<file path="config.mk">
export PLATFORM = sky130hd
export DESIGN_NAME = saturation_adjust_rgb
export DESIGN_NICKNAME = d
export VERILOG_FILES = /design/src/sar_pkg.sv /design/src/saturation_adjust_rgb.sv
export SDC_FILE = /design/constraint.sdc
export NUM_CORES = 2
export LEC_CHECK = 0
export BUFFER_PORTS_ARGS = -buffer_cell sky130_fd_sc_hd__clkbuf_2
export CORE_ASPECT_RATIO = 1.4
export CORE_UTILIZATION = 59
export DETAILED_ROUTE_END_ITERATION = 10
export PLACE_DENSITY_LB_ADDON = 0.1
export SLEW_MARGIN = 25
export SYNTH_ARGS = -nofsm -noshare
export SYNTH_HDL_FRONTEND = slang
export SYNTH_SLANG_ARGS = --single-unit
</file>
<file path="constraint.sdc">
create_clock -name clk -period 85.9 [get_ports clk]
set_input_delay 4.295 -clock clk [delete_from_list [all_inputs] [get_ports clk]]
set_output_delay 4.295 -clock clk [all_outputs]
set_load 0.005 [all_outputs]
</file>
<file path="src/sar_pkg.sv">
package sar_pkg;

    // Number of quotient bits that the divider resolves, one per stage.
    localparam int DIV_STEPS = 8;

    // Register stages from input to output: five arithmetic, then the divider.
    localparam int PIPE_DEPTH = 5 + DIV_STEPS;

    localparam int LANES = 3;

    // Remainder width; the dividend stays below 256 times the divisor.
    localparam int REM_W = 17;

    // Limits of the percent register.
    localparam logic signed [7:0] PCT_MIN = -8'sd100;
    localparam logic signed [7:0] PCT_MAX = 8'sd100;

    // One color lane as it moves through the divider stages.
    typedef struct packed {
        logic [REM_W-1:0] rem;
        logic [7:0]       quo;
        logic             zero;
        logic             full;
    } div_lane_t;

endpackage

</file>
<file path="src/saturation_adjust_rgb.sv">
// Saturation adjustment of an RGB pixel stream.
// The slave stream s_axis carries one pixel per word; the master stream m_axis
// carries the adjusted pixel. Both pack red in bits 7:0, green in 15:8 and
// blue in 23:16. The cfg channel writes the signed saturation change in
// percent; values beyond -100 and 100 are taken as those limits. Write it
// only while no pixel is in flight; cfg_ready is always high.
// Every pixel gives exactly one output word: five stages of min/max, gain
// selection, multiply and add, then eight restoring divider stages that each
// resolve one quotient bit. A new pixel is accepted in every cycle in which
// the pipeline is not held; the pipeline moves as a whole.
// When the receiver holds m_axis_tready low with a word waiting, the whole
// pipeline holds and s_axis_tready falls in the same cycle; nothing is lost
// or repeated, and bubbles inside the pipeline stay where they are.
// Reset clears all valid bits and sets the percent register to zero.
module saturation_adjust_rgb
    import sar_pkg::*;
(
    input  logic        clk,
    input  logic        rst_n,
    input  logic        cfg_valid,
    output logic        cfg_ready,
    input  logic [7:0]  cfg_data,
    input  logic        s_axis_tvalid,
    output logic        s_axis_tready,
    input  logic [23:0] s_axis_tdata,   // in_red, in_green, in_blue
    output logic        m_axis_tvalid,
    input  logic        m_axis_tready,
    output logic [23:0] m_axis_tdata    // out_red, out_green, out_blue
);

    logic signed [7:0] pct_reg;
    logic              en;

    // Stage valid bits.
    logic [4:0]           vld_reg;
    logic [DIV_STEPS-1:0] dvld_reg;

    // Stage 1: channels, extremes and clamped percent.
    logic [7:0]        ch1_reg [LANES];
    logic [8:0]        sum1_reg;
    logic [7:0]        diff1_reg;
    logic signed [7:0] pct1_reg;

    // Stage 2: gain as numerator and denominator, centered channels.
    logic [7:0]         ch2_reg [LANES];
    logic signed [10:0] ctr2_reg [LANES];
    logic signed [9:0]  gn2_reg;
    logic [7:0]         gd2_reg;

    // Stage 3: products.
    logic [16:0]        t1_reg [LANES];
    logic signed [20:0] t2_reg [LANES];
    logic [7:0]         gd3_reg;

    // Stage 4: dividend and divisor.
    logic signed [19:0] num4_reg [LANES];
    logic [8:0]         dv4_reg;

    // Stage 5 and divider stages.
    div_lane_t  d5_reg [LANES];
    logic [8:0] dv5_reg;
    div_lane_t  dl_reg [DIV_STEPS][LANES];
    logic [8:0] dv_reg [DIV_STEPS];

    // Percent register.
    assign cfg_ready = 1'b1;
    always_ff @(posedge clk or negedge rst_n)
    begin
        if (!rst_n)
            pct_reg <= '0;
        else if (cfg_valid)
            pct_reg <= $signed(cfg_data);
    end

    // The pipeline moves when the output word is empty or taken.
    assign en            = !m_axis_tvalid || m_axis_tready;
    assign s_axis_tready = en;

    always_ff @(posedge clk or negedge rst_n)
    begin
        if (!rst_n)
        begin
            vld_reg  <= '0;
            dvld_reg <= '0;
        end
        else if (en)
        begin
            vld_reg  <= {vld_reg[3:0], s_axis_tvalid};
            dvld_reg <= {dvld_reg[DIV_STEPS-2:0], vld_reg[4]};
        end
    end

    // Stage 1: largest and smallest channel, and the clamped percent.
    logic [7:0]        mx1_c, mn1_c;
    logic signed [7:0] pct1_c;
    always_comb
    begin
        mx1_c = s_axis_tdata[7:0];
        mn1_c = s_axis_tdata[7:0];
        for (int i = 1; i < LANES; i++)
        begin
            if (s_axis_tdata[8*i +: 8] > mx1_c) mx1_c = s_axis_tdata[8*i +: 8];
            if (s_axis_tdata[8*i +: 8] < mn1_c) mn1_c = s_axis_tdata[8*i +: 8];
        end
        if (pct_reg < PCT_MIN)
            pct1_c = PCT_MIN;
        else if (pct_reg > PCT_MAX)
            pct1_c = PCT_MAX;
        else
            pct1_c = pct_reg;
    end

    always_ff @(posedge clk)
    begin
        if (en)
        begin
            for (int i = 0; i < LANES; i++)
                ch1_reg[i] <= s_axis_tdata[8*i +: 8];
            sum1_reg  <= {1'b0, mx1_c} + {1'b0, mn1_c};
            diff1_reg <= mx1_c - mn1_c;
            pct1_reg  <= pct1_c;
        end
    end

    // Stage 2: pick the gain gn/gd. Fading is gn = p over gd = 100, a grey
    // pixel uses a zero gain, and a boost compares p/100 + S against one.
    logic [7:0]        den2_c;
    logic [6:0]        pu2_c;
    logic [16:0]       lhs2_c, rhs2_c;
    logic signed [9:0] gn2_c;
    logic [7:0]        gd2_c;
    always_comb
    begin
        den2_c = (sum1_reg < 9'd255) ? sum1_reg[7:0] : 8'(10'd510 - {1'b0, sum1_reg});
        pu2_c  = pct1_reg[6:0];
        lhs2_c = 17'(pu2_c) * 17'(den2_c) + 17'd100 * 17'(diff1_reg);
        rhs2_c = 17'd100 * 17'(den2_c);
        if (diff1_reg == 8'd0)
        begin
            gn2_c = '0;
            gd2_c = 8'd1;
        end
        else if (pct1_reg < 0)
        begin
            gn2_c = 10'(pct1_reg);
            gd2_c = 8'd100;
        end
        else if (lhs2_c >= rhs2_c)
        begin
            gn2_c = $signed({2'b00, den2_c - diff1_reg});
            gd2_c = diff1_reg;
        end
        else
        begin
            gn2_c = $signed({3'b000, pu2_c});
            gd2_c = 8'd100 - {1'b0, pu2_c};
        end
    end

    always_ff @(posedge clk)
    begin
        if (en)
        begin
            for (int i = 0; i < LANES; i++)
            begin
                ch2_reg[i]  <= ch1_reg[i];
                ctr2_reg[i] <= $signed({2'b00, ch1_reg[i], 1'b0}) - $signed({2'b00, sum1_reg});
            end
            gn2_reg <= gn2_c;
            gd2_reg <= gd2_c;
        end
    end

    // Stage 3: 2c*gd and (2c - s)*gn.
    always_ff @(posedge clk)
    begin
        if (en)
        begin
            for (int i = 0; i < LANES; i++)
            begin
                t1_reg[i] <= 17'({ch2_reg[i], 1'b0}) * 17'(gd2_reg);
                t2_reg[i] <= 21'(ctr2_reg[i]) * 21'(gn2_reg);
            end
            gd3_reg <= gd2_reg;
        end
    end

    // Stage 4: dividend and divisor 2*gd.
    always_ff @(posedge clk)
    begin
        if (en)
        begin
            for (int i = 0; i < LANES; i++)
                num4_reg[i] <= $signed({3'b000, t1_reg[i]}) + t2_reg[i][19:0];
            dv4_reg <= {gd3_reg, 1'b0};
        end
    end

    // Stage 5: a negative dividend clamps to zero, a quotient of 256 or more
    // clamps to 255; otherwise the remainder enters the divider.
    always_ff @(posedge clk)
    begin
        if (en)
        begin
            for (int i = 0; i < LANES; i++)
            begin
                d5_reg[i].zero <= num4_reg[i][19];
                d5_reg[i].full <= !num4_reg[i][19] &&
                                  (num4_reg[i][18:0] >= 19'({dv4_reg, 8'b0}));
                d5_reg[i].rem  <= num4_reg[i][REM_W-1:0];
                d5_reg[i].quo  <= '0;
            end
            dv5_reg <= dv4_reg;
        end
    end

    // One restoring step: try to take the shifted divisor off the remainder.
    function automatic div_lane_t div_step(div_lane_t lane, logic [8:0] dv, int sh);
        div_lane_t        res;
        logic [REM_W-1:0] step;
        res  = lane;
        step = REM_W'(dv) << sh;
        if (lane.rem >= step)
        begin
            res.rem     = lane.rem - step;
            res.quo[sh] = 1'b1;
        end
        return res;
    endfunction

    // Divider: each stage resolves one quotient bit, most significant first.
    always_ff @(posedge clk)
    begin
        if (en)
        begin
            for (int i = 0; i < LANES; i++)
                dl_reg[0][i] <= div_step(d5_reg[i], dv5_reg, DIV_STEPS - 1);
            dv_reg[0] <= dv5_reg;
            for (int k = 1; k < DIV_STEPS; k++)
            begin
                for (int i = 0; i < LANES; i++)
                    dl_reg[k][i] <= div_step(dl_reg[k-1][i], dv_reg[k-1], DIV_STEPS - 1 - k);
                dv_reg[k] <= dv_reg[k-1];
            end
        end
    end

    // Output word from the last divider stage.
    assign m_axis_tvalid = dvld_reg[DIV_STEPS-1];
    always_comb
    begin
        for (int i = 0; i < LANES; i++)
        begin
            if (dl_reg[DIV_STEPS-1][i].zero)
                m_axis_tdata[8*i +: 8] = 8'd0;
            else if (dl_reg[DIV_STEPS-1][i].full)
                m_axis_tdata[8*i +: 8] = 8'd255;
            else
                m_axis_tdata[8*i +: 8] = dl_reg[DIV_STEPS-1][i].quo;
        end
    end

endmodule

</file>
==> results.cfg <==
[synth]
synth_common_cells = 915 x edfxtp_1, 752 x inv_1, 691 x ha_1
synth.distinct_cells = 84
yosys_warnings = 0
ys_top_cells_by_area = edfxtp_1 41%, fa_1 14%, ha_1 13%
avgSynthCellArea_um2 = 11.45
synth.most_common_cell = edfxtp_1
yosysSeqAreaShare_pct = 41.66
synthCells = 5871
synth-edff-count = 915
synthArstFlopShare_pct = 2.244
synth_seq_cells = 936
synth_flop_cell = edfxtp_1
syn-cell-area_mm2 = 0.06721
synth_top_area_cell = edfxtp_1
yosys.area.top_type_share_pct = 40.88

[critical_path]
cp-end-kind = register
rr_endpoint = gn2_reg[3]
reg2reg_slack_ns = 77.01
crit_required_ns = 86.21
r2r_cells = 29
cp_max_fo = 80
critPathKind = input pin to register
critPathLaunchType = input pin
worstReg2RegStart = sum1_reg[1]
crit_arrival_ns = 10.16

[drt]
vias_per_cell = 5.675
drtIter0Drc = 1684
drc = 0
antenna_left = 0
wire_per_inst_um = 20.93
vias = 42581
first_pass_iters = 5
drt-total-wl_um = 157000

[min_path]
hold_path_class = register to register
min_to = dl_reg[1][33]
hold_path_startpoint = dl_reg[0][276]
holdPathStages = 0

[timing]
fin_crit_sh_pct = 11.47
setup_viol = 0
min_period_ns = 9.850
fmax_mhz = 101.5
max_slew_margin_pct = 22.50
setup_tns_ns = 0
skew_ns = 0.05920
rsz0062_at_grt = false
slew_violations = 0
hold_violations = 0
worstMarginPinSlew_ns = 1.154

[cells_and_area]
fin_area_mm2 = 0.07231
n_antenna_cell = 0
drive_above_1_share_pct = 6.376
area_delta_synth_final_pct = 7.584
final_nets = 7138
utilization_pct = 63.95
fin_cells = 7503
largest_reg_flops = 499

[placed_design]
dp_cells = 7334
dpl_cell_area_mm2 = 0.06923
gp_congestion = 0.9689
post-dp-hpwl_um = 126300
port_buffers = 62

[flow_run]
cap_violations = 0

[clock_network]
cts-resized-gates = 0
clock_latency_ns = 0.72
htreeDepth = 3
path_clk_slew_ns = 0.06
clock-sinks = 936
clockRootBuffer = clkbuf_16
cts_setup_buffers = 0
cts_buffer_depth = 3
cts_tree = yes
ctsHoldBuffers = 0
cts_buffers = 91

[global_route]
grt_pass1_wl_um = 241500
grt_use_met3_pct = 2.875
antenna_found_initial = 0
top_usage_layer = met2
use_met1_pct = 24.77
overflow = 0
grt_use_total_pct = 27.93
grt_pass1_vias = 44703
gr-usage-met2_pct = 54.35
grt_max_degree = 185

[floorplanning]
rows = 146
ios = 64
fp.dieH_um = 401.4
die_w_um = 287.3
start_util_pct = 59.44
die_area_mm2 = 0.1153
fp.coreArea_mm2 = 0.1131

[run_status]
outcome = finished clean
[cells in the final DEF (no fill, tap or decap), types with 19 or more instances in the layout]
cell / instances
fa_1: 462
clkbuf_2: 62
or3_1: 24
and2_1: 263
clkbuf_16: 91
a21oi_1: 216
nand4_1: 29
nor2b_1: 101
nor2_1: 320
o21ai_0: 221
nand2_1: 450
a21o_1: 104
ha_1: 691
o31ai_1: 24
nor4_1: 47
a21boi_0: 39
inv_1: 752
mux2_2: 78
xnor2_1: 239
or2_2: 19
edfxtp_1: 915
a211oi_1: 26
buf_4: 39
nand3_1: 37
o21a_1: 57
o21bai_1: 21
mux2i_1: 70
nand2b_1: 100
nor3_1: 82
xor2_1: 115
clkbuf_1: 22
dfrtp_1: 21
[critical path, stage by stage]
cell	delay [ns]
clkbuf_2	0.07
nand2b_4	0.49
buf_4	0.75
buf_4	0.78
buf_4	0.82
buf_4	0.83
buf_4	0.89
buf_4	0.88
[how the worst max path moves through the flow]
stage                  startpoint              to  slack (ns)  depth (start not counted)
CTS                 m_axis_tready  dl_reg[1][186]       76.13                          8
detailed placement  m_axis_tready  dl_reg[1][185]       75.38                          8
global route        m_axis_tready  dl_reg[1][186]       75.61                          8
global placement    m_axis_tready  dl_reg[1][185]       75.49                          8
finish              m_axis_tready  dl_reg[1][104]       76.05                          8
floorplan           m_axis_tready   s_axis_tready       52.31                          2
[kinds of logic (layout without fill, tap and decap cells)]
kind of cell / Yosys count / after routing / synth area share [%]
simple gates: 1546 / 1546 / 11.59
mux: 151 / 151 / 2.400
flops: 936 / 936 / 41.66
fa+ha+maj: 1153 / 1153 / 26.63
other cells: 1 / 2 / 0.005580
compound gates: 856 / 856 / 8.161
buf+inv: 874 / 1025 / 4.937
xor+xnor: 354 / 354 / 4.613
[per-layer routing]
| layer | part of all wire [%] | vias to the layer above |
|---|---|---|
| met5 | 0 | - |
| met4 | 10 | 0 |
| met3 | 2.6 | 435 |
| met2 | 55 | 847 |
| met1 | 32 | 20922 |
| li1 | - | 20377 |
[stage by stage]
stage	setup WS, ns	hold slack, ns
after floorplan	52.31	0.4003
after global placement	75.49	0.4004
after global routing	75.61	0.4183
after CTS	76.13	0.4078
after detailed placement	75.38	0.4045
final	76.05	0.4086
[cell type report]
cell class,instances,area [um2]
Tap cell,1480,1852
Inverter,753,2826
Multi-Input combinational cell,4062,35910
Clock inverter,55,708.2
Timing Repair Buffer,104,653.1
Clock buffer,113,2360
Sequential cell,936,28000
Fill cell,8903,40770
Power is not shown: default switching activity piles up to over one toggle a cycle in this logic, so the estimate is an artifact.
